## src/hdl/sha224_stream_hasher_defines.svh

```systemverilog
// Assertion helpers shared by the hasher RTL.
// Both macros sample on the rising edge of clock and are disabled during reset.
`ifndef SHA224_STREAM_HASHER_DEFINES_SVH
`define SHA224_STREAM_HASHER_DEFINES_SVH

// The consequent must hold in the same cycle as the antecedent.
`define SHA224_ASSERT_NOW(label, ante, cons, msg) \
   label: assert property (@(posedge clock) disable iff (reset) (ante) |-> (cons)) \
      else $error(msg);

// The consequent must hold in the cycle after the antecedent.
`define SHA224_ASSERT_NEXT(label, ante, cons, msg) \
   label: assert property (@(posedge clock) disable iff (reset) (ante) |=> (cons)) \
      else $error(msg);

`endif

```

## src/hdl/sha224_pkg.sv

```systemverilog
package sha224_pkg;

   // Block geometry and padding layout.
   localparam int BLOCK_BYTES  = 64;
   localparam int BLOCK_BITS   = BLOCK_BYTES * 8;
   localparam int ROUNDS       = 64;
   localparam int DIGEST_WORDS = 224 / 32;
   localparam int LEN_START    = BLOCK_BYTES - 8;
   localparam int COUNT_BITS   = 61;
   localparam int LEN_BITS     = COUNT_BITS + 3;

   localparam logic [7:0] PAD_MARK = 8'h80;

   typedef logic [31:0]          word_type;
   typedef word_type [0:7]       hash_type;
   typedef logic [5:0]           round_type;
   typedef logic [5:0]           fill_type;
   typedef logic [2:0]           word_idx_type;
   typedef logic [COUNT_BITS-1:0] count_type;
   typedef logic [LEN_BITS-1:0]  len_type;

   localparam word_idx_type LAST_WORD_IDX = word_idx_type'(DIGEST_WORDS - 1);
   localparam fill_type     LAST_FILL     = fill_type'(BLOCK_BYTES - 1);
   localparam round_type    LAST_ROUND    = round_type'(ROUNDS - 1);

   // Initial chaining values for the 224-bit variant.
   localparam hash_type INIT_H = '{
      32'hc1059ed8, 32'h367cd507, 32'h3070dd17, 32'hf70e5939,
      32'hffc00b31, 32'h68581511, 32'h64f98fa7, 32'hbefa4fa4
   };

   // Round constants.
   localparam word_type ROUND_K [ROUNDS] = '{
      32'h428a2f98, 32'h71374491, 32'hb5c0fbcf, 32'he9b5dba5,
      32'h3956c25b, 32'h59f111f1, 32'h923f82a4, 32'hab1c5ed5,
      32'hd807aa98, 32'h12835b01, 32'h243185be, 32'h550c7dc3,
      32'h72be5d74, 32'h80deb1fe, 32'h9bdc06a7, 32'hc19bf174,
      32'he49b69c1, 32'hefbe4786, 32'h0fc19dc6, 32'h240ca1cc,
      32'h2de92c6f, 32'h4a7484aa, 32'h5cb0a9dc, 32'h76f988da,
      32'h983e5152, 32'ha831c66d, 32'hb00327c8, 32'hbf597fc7,
      32'hc6e00bf3, 32'hd5a79147, 32'h06ca6351, 32'h14292967,
      32'h27b70a85, 32'h2e1b2138, 32'h4d2c6dfc, 32'h53380d13,
      32'h650a7354, 32'h766a0abb, 32'h81c2c92e, 32'h92722c85,
      32'ha2bfe8a1, 32'ha81a664b, 32'hc24b8b70, 32'hc76c51a3,
      32'hd192e819, 32'hd6990624, 32'hf40e3585, 32'h106aa070,
      32'h19a4c116, 32'h1e376c08, 32'h2748774c, 32'h34b0bcb5,
      32'h391c0cb3, 32'h4ed8aa4a, 32'h5b9cca4f, 32'h682e6ff3,
      32'h748f82ee, 32'h78a5636f, 32'h84c87814, 32'h8cc70208,
      32'h90befffa, 32'ha4506ceb, 32'hbef9a3f7, 32'hc67178f2
   };

   typedef enum logic [2:0] {
      ST_IDLE,
      ST_PAD,
      ST_COMPRESS,
      ST_FINISH,
      ST_DIGEST
   } state_type;

   // Controls from the sequencer to the round unit.
   typedef struct packed {
      logic load;
      logic step;
   } round_ctrl_type;

   function automatic word_type rotr(word_type x, int n);
      return (x >> n) | (x << (32 - n));
   endfunction

   function automatic word_type big_sigma0(word_type x);
      return rotr(x, 2) ^ rotr(x, 13) ^ rotr(x, 22);
   endfunction

   function automatic word_type big_sigma1(word_type x);
      return rotr(x, 6) ^ rotr(x, 11) ^ rotr(x, 25);
   endfunction

   function automatic word_type small_sigma0(word_type x);
      return rotr(x, 7) ^ rotr(x, 18) ^ (x >> 3);
   endfunction

   function automatic word_type small_sigma1(word_type x);
      return rotr(x, 17) ^ rotr(x, 19) ^ (x >> 10);
   endfunction

endpackage

```

## src/hdl/sha224_req_if.sv

```systemverilog
interface sha224_req_if;
   logic       valid;
   logic       ready;
   logic [7:0] data_byte;
   logic       byte_present;
   logic       last_item;

   modport source (output valid, data_byte, byte_present, last_item, input ready);
   modport sink (input valid, data_byte, byte_present, last_item, output ready);
endinterface

```

## src/hdl/sha224_rsp_if.sv

```systemverilog
interface sha224_rsp_if;
   logic        valid;
   logic        ready;
   logic [31:0] digest_word;
   logic [2:0]  word_index;
   logic        last_word;

   modport source (output valid, digest_word, word_index, last_word, input ready);
   modport sink (input valid, digest_word, word_index, last_word, output ready);
endinterface

```

## src/hdl/sha224_round_core.sv

```systemverilog
module sha224_round_core
   import sha224_pkg::*;
(
   input  logic           clock,
   input  round_ctrl_type ctrl,
   input  hash_type       chain,
   input  word_type       w,
   input  word_type       k,
   output hash_type       work
);

   hash_type work_ff;
   hash_type work_in;
   word_type t1;
   word_type t2;

   // One compression round per step; load copies the chaining state in.
   always_comb begin
      t1 = work_ff[7] + big_sigma1(work_ff[4])
         + ((work_ff[4] & work_ff[5]) ^ (~work_ff[4] & work_ff[6])) + k + w;
      t2 = big_sigma0(work_ff[0])
         + ((work_ff[0] & work_ff[1]) ^ (work_ff[0] & work_ff[2]) ^ (work_ff[1] & work_ff[2]));
      work_in = work_ff;
      priority if (ctrl.load) begin
         work_in = chain;
      end else if (ctrl.step) begin
         work_in[0] = t1 + t2;
         work_in[1] = work_ff[0];
         work_in[2] = work_ff[1];
         work_in[3] = work_ff[2];
         work_in[4] = work_ff[3] + t1;
         work_in[5] = work_ff[4];
         work_in[6] = work_ff[5];
         work_in[7] = work_ff[6];
      end
   end

   always_ff @(posedge clock) begin
      work_ff <= work_in;
   end

   assign work = work_ff;

endmodule

```

## src/hdl/sha224_stream_hasher.sv

```systemverilog
// One message byte is taken per cycle while a block fills; the 64th byte of a block holds
// the request side off while the shared round unit runs 64 rounds and the chaining add is
// done. A last request pads one byte per cycle to the block end and compresses, padding a
// second block when the length does not fit; the seven digest words then leave one per
// cycle when taken. Synchronous reset restores the initial chain and clears the fill,
// message, round and word counts.
`include "sha224_stream_hasher_defines.svh"

module sha224_stream_hasher
   import sha224_pkg::*;
(
   input logic          clock,
   input logic          reset,
   sha224_req_if.sink   req_if,
   sha224_rsp_if.source rsp_if
);

   localparam int W_MSB = BLOCK_BITS - 1;

   state_type              state_ff, state_in;
   fill_type               fill_ff, fill_in;
   count_type              msg_count_ff, msg_count_in;
   len_type                len_ff, len_in;
   logic [BLOCK_BITS-1:0]  window_ff, window_in;
   hash_type               chain_ff, chain_in;
   round_type              round_ff, round_in;
   logic                   pad_active_ff, pad_active_in;
   logic                   mark_sent_ff, mark_sent_in;
   logic                   final_blk_ff, final_blk_in;
   word_idx_type           out_idx_ff, out_idx_in;
   logic                   rsp_valid_ff, rsp_valid_in;
   word_type               rsp_word_ff, rsp_word_in;
   word_idx_type           rsp_idx_ff, rsp_idx_in;
   logic                   rsp_last_ff, rsp_last_in;

   round_ctrl_type         round_ctrl;
   hash_type               work;
   word_type               sched_w;
   word_type               sched_new;
   logic                   req_accept;
   logic                   digest_load;

   // Current schedule word and the next one, taken from fixed words of the window.
   assign sched_w   = window_ff[W_MSB -: 32];
   assign sched_new = small_sigma1(window_ff[W_MSB - 14 * 32 -: 32])
                    + window_ff[W_MSB - 9 * 32 -: 32]
                    + small_sigma0(window_ff[W_MSB - 32 -: 32])
                    + window_ff[W_MSB -: 32];

   sha224_round_core u_round (
      .clock (clock),
      .ctrl  (round_ctrl),
      .chain (chain_ff),
      .w     (sched_w),
      .k     (ROUND_K[round_ff]),
      .work  (work)
   );

   // The request side is open only while the sequencer waits for bytes.
   assign req_if.ready = (state_ff == ST_IDLE);
   assign req_accept   = req_if.valid && req_if.ready;

   // Sequencer: byte collection, padding, compression rounds and digest readout.
   always_comb begin
      state_in      = state_ff;
      fill_in       = fill_ff;
      msg_count_in  = msg_count_ff;
      len_in        = len_ff;
      window_in     = window_ff;
      chain_in      = chain_ff;
      round_in      = round_ff;
      pad_active_in = pad_active_ff;
      mark_sent_in  = mark_sent_ff;
      final_blk_in  = final_blk_ff;
      out_idx_in    = out_idx_ff;
      rsp_valid_in  = rsp_valid_ff;
      rsp_word_in   = rsp_word_ff;
      rsp_idx_in    = rsp_idx_ff;
      rsp_last_in   = rsp_last_ff;
      round_ctrl    = '0;
      digest_load   = 1'b0;

      // A taken response frees the output register.
      if (rsp_valid_ff && rsp_if.ready) begin
         rsp_valid_in = 1'b0;
      end

      unique case (state_ff)
         ST_IDLE: begin
            if (req_accept) begin
               if (req_if.byte_present) begin
                  window_in    = {window_ff[W_MSB-8:0], req_if.data_byte};
                  fill_in      = fill_ff + fill_type'(1);
                  msg_count_in = msg_count_ff + count_type'(1);
               end
               if (req_if.last_item) begin
                  len_in        = {msg_count_in, 3'b000};
                  pad_active_in = 1'b1;
                  mark_sent_in  = 1'b0;
                  final_blk_in  = 1'b0;
               end
               if (req_if.byte_present && fill_ff == LAST_FILL) begin
                  round_ctrl.load = 1'b1;
                  round_in        = '0;
                  state_in        = ST_COMPRESS;
               end else if (req_if.last_item) begin
                  state_in = ST_PAD;
               end
            end
         end

         ST_PAD: begin
            // One pad byte per cycle: the mark, zero fill, then the bit length.
            if (!mark_sent_ff) begin
               window_in    = {window_ff[W_MSB-8:0], PAD_MARK};
               mark_sent_in = 1'b1;
               final_blk_in = final_blk_ff || (fill_ff < fill_type'(LEN_START));
            end else if (final_blk_ff && fill_ff >= fill_type'(LEN_START)) begin
               window_in = {window_ff[W_MSB-8:0], len_ff[LEN_BITS-1 -: 8]};
               len_in    = {len_ff[LEN_BITS-9:0], 8'h00};
            end else begin
               window_in = {window_ff[W_MSB-8:0], 8'h00};
            end
            fill_in = fill_ff + fill_type'(1);
            if (fill_ff == LAST_FILL) begin
               round_ctrl.load = 1'b1;
               round_in        = '0;
               state_in        = ST_COMPRESS;
            end
         end

         ST_COMPRESS: begin
            // The window doubles as the rolling message schedule.
            round_ctrl.step = 1'b1;
            window_in       = {window_ff[W_MSB-32:0], sched_new};
            round_in        = round_ff + round_type'(1);
            if (round_ff == LAST_ROUND) begin
               state_in = ST_FINISH;
            end
         end

         ST_FINISH: begin
            for (int i = 0; i < 8; i++) begin
               chain_in[i] = chain_ff[i] + work[i];
            end
            priority if (pad_active_ff && final_blk_ff) begin
               out_idx_in = '0;
               state_in   = ST_DIGEST;
            end else if (pad_active_ff) begin
               final_blk_in = 1'b1;
               state_in     = ST_PAD;
            end else begin
               state_in = ST_IDLE;
            end
         end

         ST_DIGEST: begin
            if (!rsp_valid_ff || rsp_if.ready) begin
               digest_load  = 1'b1;
               rsp_valid_in = 1'b1;
               rsp_word_in  = chain_ff[out_idx_ff];
               rsp_idx_in   = out_idx_ff;
               rsp_last_in  = (out_idx_ff == LAST_WORD_IDX);
               out_idx_in   = out_idx_ff + word_idx_type'(1);
               if (out_idx_ff == LAST_WORD_IDX) begin
                  // Last word is held in the output register; start a new message.
                  chain_in      = INIT_H;
                  msg_count_in  = '0;
                  fill_in       = '0;
                  pad_active_in = 1'b0;
                  mark_sent_in  = 1'b0;
                  final_blk_in  = 1'b0;
                  state_in      = ST_IDLE;
               end
            end
         end

         default: begin
            state_in = ST_IDLE;
         end
      endcase
   end

   // Control state.
   always_ff @(posedge clock) begin
      if (reset) begin
         state_ff      <= ST_IDLE;
         fill_ff       <= '0;
         msg_count_ff  <= '0;
         chain_ff      <= INIT_H;
         round_ff      <= '0;
         pad_active_ff <= 1'b0;
         mark_sent_ff  <= 1'b0;
         final_blk_ff  <= 1'b0;
         out_idx_ff    <= '0;
         rsp_valid_ff  <= 1'b0;
      end else begin
         state_ff      <= state_in;
         fill_ff       <= fill_in;
         msg_count_ff  <= msg_count_in;
         chain_ff      <= chain_in;
         round_ff      <= round_in;
         pad_active_ff <= pad_active_in;
         mark_sent_ff  <= mark_sent_in;
         final_blk_ff  <= final_blk_in;
         out_idx_ff    <= out_idx_in;
         rsp_valid_ff  <= rsp_valid_in;
      end
   end

   // Payload registers.
   always_ff @(posedge clock) begin
      len_ff      <= len_in;
      window_ff   <= window_in;
      rsp_word_ff <= rsp_word_in;
      rsp_idx_ff  <= rsp_idx_in;
      rsp_last_ff <= rsp_last_in;
   end

   assign rsp_if.valid       = rsp_valid_ff;
   assign rsp_if.digest_word = rsp_word_ff;
   assign rsp_if.word_index  = rsp_idx_ff;
   assign rsp_if.last_word   = rsp_last_ff;

   // Compression only starts on a completely filled block.
   `SHA224_ASSERT_NOW(a_compress_full, state_ff == ST_COMPRESS && round_ff == '0, fill_ff == '0, "compression started on a partial block")

   // Length bytes are written only after the pad mark.
   `SHA224_ASSERT_NOW(a_len_after_mark, state_ff == ST_PAD && final_blk_ff && fill_ff >= fill_type'(LEN_START), mark_sent_ff, "length bytes written without the pad mark")

   // Digest readout only follows the final padded block.
   `SHA224_ASSERT_NOW(a_digest_final, state_ff == ST_DIGEST, pad_active_ff && final_blk_ff, "digest readout outside a finished message")

   // After the seventh word is loaded the hasher is back in its reset state.
   `SHA224_ASSERT_NEXT(a_restart, digest_load && out_idx_ff == LAST_WORD_IDX, chain_ff == INIT_H && msg_count_ff == '0 && state_ff == ST_IDLE, "hasher did not restart after the digest")

endmodule
```

## src/flat_wrapper.sv

```systemverilog
// flat-port wrapper written by rule: the top's interface ports become plain ports
module sha224_stream_hasher_flat import sha224_pkg::*;
  (clock, reset, req_if_valid, req_if_data_byte, req_if_byte_present, req_if_last_item, req_if_ready, rsp_if_valid, rsp_if_digest_word, rsp_if_word_index, rsp_if_last_word, rsp_if_ready);
  sha224_req_if req_if_i ();
  sha224_rsp_if rsp_if_i ();
  input logic clock;
  input logic reset;
  input wire logic [$bits(req_if_i.valid)-1:0] req_if_valid;
  input wire logic [$bits(req_if_i.data_byte)-1:0] req_if_data_byte;
  input wire logic [$bits(req_if_i.byte_present)-1:0] req_if_byte_present;
  input wire logic [$bits(req_if_i.last_item)-1:0] req_if_last_item;
  output wire logic [$bits(req_if_i.ready)-1:0] req_if_ready;
  output wire logic [$bits(rsp_if_i.valid)-1:0] rsp_if_valid;
  output wire logic [$bits(rsp_if_i.digest_word)-1:0] rsp_if_digest_word;
  output wire logic [$bits(rsp_if_i.word_index)-1:0] rsp_if_word_index;
  output wire logic [$bits(rsp_if_i.last_word)-1:0] rsp_if_last_word;
  input wire logic [$bits(rsp_if_i.ready)-1:0] rsp_if_ready;
  assign req_if_i.valid = req_if_valid;
  assign req_if_i.data_byte = req_if_data_byte;
  assign req_if_i.byte_present = req_if_byte_present;
  assign req_if_i.last_item = req_if_last_item;
  assign req_if_ready = req_if_i.ready;
  assign rsp_if_valid = rsp_if_i.valid;
  assign rsp_if_digest_word = rsp_if_i.digest_word;
  assign rsp_if_word_index = rsp_if_i.word_index;
  assign rsp_if_last_word = rsp_if_i.last_word;
  assign rsp_if_i.ready = rsp_if_ready;
  sha224_stream_hasher u_core (.clock(clock), .reset(reset), .req_if(req_if_i), .rsp_if(rsp_if_i));
endmodule
```

## config.mk

```make
export PLATFORM = sky130hd
export DESIGN_NAME = sha224_stream_hasher_flat
export DESIGN_NICKNAME = d
export VERILOG_FILES = /design/src/hdl/sha224_pkg.sv /design/src/hdl/sha224_req_if.sv /design/src/hdl/sha224_rsp_if.sv /design/src/hdl/sha224_round_core.sv /design/src/hdl/sha224_stream_hasher.sv /design/src/flat_wrapper.sv
export VERILOG_INCLUDE_DIRS = /design/src /design/src/hdl
export SDC_FILE = /design/constraint.sdc
export NUM_CORES = 2
export LEC_CHECK = 0
export CORE_MARGIN = 2
export CORE_UTILIZATION = 60
export CTS_BUF_LIST = sky130_fd_sc_hd__clkbuf_8 sky130_fd_sc_hd__clkbuf_16
export DETAILED_ROUTE_END_ITERATION = 10
export DONT_BUFFER_PORTS = 1
export PLACE_DENSITY = 0.79
export SLEW_MARGIN = 20
export SYNTH_ARGS = -nofsm -noshare
export SYNTH_HDL_FRONTEND = slang
export SYNTH_SLANG_ARGS = --single-unit
```

## constraint.sdc

```tcl
create_clock -name clock -period 73.4 [get_ports clock]
set_input_delay 3.67 -clock clock [delete_from_list [all_inputs] [get_ports clock]]
set_output_delay 3.67 -clock clock [all_outputs]
set_load 0.02 [all_outputs]
```

Word-level counts from Yosys, hierarchy flattened:

Memory sizes are Yosys's and may differ from the RTL's.
Cells that the tools add are included.

* bits in registers: 1207
* memory bits (read-only): 2048
* input bits: 14
* output and inout bits: 38
* word-level logic and storage cells: 203
* memories: 1

Memories
* (name not given): words 64, width 32, rd ports 1, clocked after memory_dff 0, write ports 0, line sha224_stream_hasher.sv:55 `.k (ROUND_K[round_ff]),`

* add/sub/neg operators: 22
* order comparisons: 4
* eq/ne operators: 22
* muxes and demuxes: 67
* bitwise gates (word level): 29
* reductions and logical operators: 28

Operator list (count)
* 512-bit case mux with 3 select lines: 1
* 256-bit two-way mux: 4
* 512-bit two-way mux: 2
* 32-bit adder: 18
* 256-bit case mux with 2 select lines: 1
* 32-bit XOR: 9
* 64-bit two-way mux: 4
* 61-bit two-way mux: 4
* 32-bit AND: 5
* 32-bit two-way mux: 4
* 64-bit case mux with 2 select lines: 1
* 61-bit case mux with 2 select lines: 1
* 32-bit binary-select mux with 3-bit select: 1
* 61-bit by 1-bit adder with 61-bit output, second input constant: 1
* 6-bit two-way mux: 7
* 6-bit case mux with 3 select lines: 2
* 32-bit inverter: 1
* 10-bit by 32-bit OR with 32-bit output: 1
* 13-bit by 32-bit OR with 32-bit output: 1
* 14-bit by 32-bit OR with 32-bit output: 1
* 15-bit by 32-bit OR with 32-bit output: 1
* 19-bit by 32-bit OR with 32-bit output: 1
* 21-bit by 32-bit OR with 32-bit output: 1
* 25-bit by 32-bit OR with 32-bit output: 1
* 41 further kinds: 99

Depth between registers and ports, before layout:

* depth in word-level cells: 10
* gate-level depth with buffers: 45
* mapped depth without buffers: 43

Hierarchy:

A second synthesis with hierarchy kept.

* cell total of the unflattened synthesis: 8494
* area total of the unflattened synthesis: 79427.4 um^2

Modules (own cells, without submodules)
* sha224_stream_hasher: instances 1, cells an instance 6719, area an instance 59149.2 um^2, sequential area each 25074.0 um^2
* sha224_round_core: instances 1, cells an instance 1775, area an instance 20278.2 um^2, sequential area each 7687.4 um^2

Least setup slack after synthesis:

OpenSTA, ideal clock, no wires.

* kind: input-to-reg
* start point: input port req_if_byte_present
* end point: register u_core.window_ff[0], enable pin
* setup time: 1.560 ns
* data arrival time: 28.602 ns
* data required time: 71.840 ns
* path slack: 43.238 ns
* stages on the path: 3
* path buffers: 1
* path through: clkbuf_1 -> nand2_1 -> a21oi_1

* word-level cells in the longest chain between the ends: 2

Ends and longest elaborated chain
* from (decl): line flat_wrapper.sv:10 `input wire logic [$bits(req_if_i.byte_present)-1:0] req_if_byte_present;`
* 2-bit != test (no source line)
* 3-bit AND reduction (no source line)
* to (signal assigned): line sha224_stream_hasher.sv:214 `window_ff <= window_in;`
* to (decl): line sha224_stream_hasher.sv:24 `logic [BLOCK_BITS-1:0] window_ff, window_in;`

Every way passes these cells.
A chain may end at the register's enable or synchronous reset.

==> summary.txt <==
Worst setup path
  • Worst R2R Start: u_core.round_ff[0]
  • Crit path top cell by count: inv_1
  • Critical Path Stages: 36
  • Crit. Startpoint: u_core.round_ff[0]
  • Critical R2R Capture: u_core.u_round.work[255]
  • Top Family by Delay on Critical Path: compound AO/OA/AOI/OAI gates
  • Setup Crit Path Kind: register to register
  • CP max stage cell: ha_1
  • Startpoint types: register
  • R2R Setup Slk: about 63,000 ps
  • Crit path max fanout: 30
  • CP endpoint kind: register
  • Setup crit end: u_core.u_round.work[255]
  • Critical Path RT: 74,040 ps
  • CP arrival: around 11,000 ps
  • Biggest cell delay along the critical path: 700 ps
  • R2R depth: 36
  • CP Buf/Inv Count: 7

Clocking
  • Setup Buffers After CTS: 0
  • CTS HTree Levels: 4
  • Post-cts resize count: 0
  • Root Buffer: clkbuf_16
  • Cts hold-fix bufs: 0
  • CTS Sinks: about 1,200
  • Total CTS buffers: between 100 and 150
  • Clock tree from TritonCTS: yes
  • Worst-Skew Late Latency: 810 ps
  • Max Buffers Root-to-Sink: 3
  • Worst-path clk slew: roughly 70 ps

Synthesis
  • Post-synthesis cell count: 8,777
  • Synth top area share: 0.330
  • #FFs+latches synth: 1,204
  • Synth area leader: edfxtp_1
  • Register area share after synthesis: 0.416
  • Main synth FF type: edfxtp_1
  • Syn_nets: between 9,000 and 10,000
  • Syn Area/Cell: approximately 9.0 µm²
  • Yosys cell types: 88
  • Largest cells by area after synthesis: edfxtp_1 33%, nand2_1 12%, dfxtp_1 8.6%, ha_1 6.3%, fa_1 5.0%
  • Yosys warns: 0
  • Synth top cells by count: 2,474 x nand2_1, 865 x edfxtp_1, 519 x nor2_1, 496 x a21oi_1, 470 x clkbuf_1
  • Number of synthesized flops with an enable pin: between 800 and 900
  • Top-count cell post-synth: nand2_1
  • Post-synth ARST share: 0
  • Netlist Area Pre-Place: just under 0.08 mm²

Final layout
  • Area Growth Syn to Fin: 6.89%
  • Area of the multi-input gates: 0.0428 mm²
  • Sequential cell area: roughly 0.033 mm²
  • Fin nets: between 9,000 and 10,000
  • Layout cell share with drive strength beyond 1: 0.0542
  • Fillers: 10,600
  • Design area: 0.0841 mm²

Global routing
  • Largest net degree at the start of global routing: around 190
  • Antenna violations before repair: 11
  • Vias in the first global route: just over 60,000
  • GRT Total Usage: 0.367
  • Overflow after GRT: 0
  • First-pass GRT wire length: 377,000 µm

STA
  • Layout Skew: 60.5 ps
  • Final Critical Period: approximately 11,000 ps
  • Final Slew Violations: 0
  • Final worst-path cycle share: 0.144
  • Final Hold Fails: 0
  • Final setup viols: 0
  • Worst Max-Slew Pin Slew: ~1300 ps
  • Unrepaired setup endpoints after global routing: false
  • Slew headroom: 0.144
  • Fmax: approximately 95 MHz
  • Setup TNS: 0 ps

Detailed routing
  • Drt wl/cell: approximately 24 µm
  • Mean number of vias per cell: 6.35
  • Post-route ant nets: 0
  • Drt pass-1 iters: 6
  • Total vias in the final route: about 66,000
  • DR iter-0 viols: 8,121
  • Final wirelength: roughly 250,000 µm
  • Drc violations: 0

Floorplan
  • IO Pins: 52
  • Core area: between 0.1 and 0.15 mm²
  • Placement row count: about 130
  • Die H: 366 µm
  • Die Wd: approximately 370 µm
  • Starting Density: 0.606
  • Die ar.: between 0.1 and 0.15 mm²

Placement
  • Placed cell area: about 0.08 mm²
  • Hpwl dp: 179,000 µm
  • Port Buffers: 0
  • GP Congestion: about 1

Flow run
  • # Max-Cap Violations: 0

Run status
  • Outcome: finished, final reports clean

Hold path
  • Hold Path Class: register to register
  • Hold Path Origin: u_core.msg_count_ff[31]
==> state kept, by name, summed over array words and instances, names as in the netlist <==
signal                     count
u_core.u_round.work          256
u_core.pad_active_ff           1
u_core.len_ff                 61
u_core.rsp_if.last_word        1
u_core.round_ff                6
u_core.fill_ff                 6
u_core.rsp_if.digest_word     32
u_core.chain_ff              256
u_core.state_ff                3
u_core.msg_count_ff           61
u_core.window_ff             512
u_core.mark_sent_ff            1
u_core.final_blk_ff            1
u_core.rsp_if.word_index       3
u_core.rsp_if.valid            1
u_core.out_idx_ff              3
==> final cells by class <==
class	instances	area share
clock inverters	102	0.0109
inverters	338	0.0151
well taps	1742	0.0259
multi-input cells	6714	0.509
diodes	2	0.0000595
clock buffers	145	0.0417
flip-flops and latches	1204	0.390
repair buffers	73	0.00769
==> per-stage QoR <==
stage | hold slack (ps) | setup slack [ps] | utilization | cells
CTS | 493 | 63140 | 0.648 | 10300
global route | 523 | 62480 | 0.648 | 10300
global placement | 466 | 63110 | 0.614 | 10100
floorplan | 406 | 43240 | - | 8777
finish | 491 | 62860 | 0.648 | 10300
detailed placement | 485 | 63190 | 0.614 | 10100
==> placed cells by master (no fill, tap or decap), drive strengths merged, types with 81 or more instances in the layout <==
cell,instances
a21oi,497
edfxtp,865
ha,398
dfxtp,339
nor3,109
xor2,200
a22oi,81
a21o,199
o22ai,87
nor2,519
clkbuf,145
fa,195
nand2,2474
xnor2,430
inv,387
o21ai,459
nand3,104
==> worst reg2reg max path: cells and delay by family (launching register included) <==
kind | cells | cell delay (ps)
adder cells (fa/ha/maj) | 7 | 3490
buffers and inverters | 7 | 1060
flip-flops | 1 | 300
AND/OR/NAND/NOR | 5 | 1470
AO/OA/AOI/OAI | 15 | 3630
XOR/XNOR | 2 | 410
==> how the worst min path moves through the flow <==
stage                     cells past startpoint                          end  slack, ps
final                                         2      u_core.msg_count_ff[31]        490
after global routing                          2         u_core.chain_ff[176]        520
after CTS                                     2      u_core.msg_count_ff[31]        490
after detailed placement                      2      u_core.msg_count_ff[31]        480
after global placement                        2      u_core.msg_count_ff[31]        470
after floorplan                               0  u_core.rsp_if.word_index[2]        410
==> kinds of logic (layout without fill, tap and decap cells) <==
kind of cell	after synthesis	in the layout	share of synthesized area
buffers and inverters	859	658	0.0410
multiplexers	156	156	0.0325
adder cells (fa/ha/maj)	596	596	0.113
flip-flops	1204	1204	0.416
AND/OR/NAND/NOR	3557	3557	0.186
XOR/XNOR	631	631	0.0704
other	0	2	0
AO/OA/AOI/OAI	1774	1774	0.141
==> per-layer routing <==
metal | wire length, µm | up-vias | global-route usage | part of all wire
li1 | - | 29700 | - | -
met1 | 103000 | 31700 | 0.519 | 0.41
met2 | 110000 | 3558 | 0.550 | 0.44
met3 | 26400 | 610 | 0.0737 | 0.10
met4 | 11600 | 14 | 0.155 | 0.046
met5 | 73 | - | 0 | 0.00029
Power is left out: the tool's default activity adds up to more than one toggle a clock period on the data nets, which glitch-free logic cannot reach.
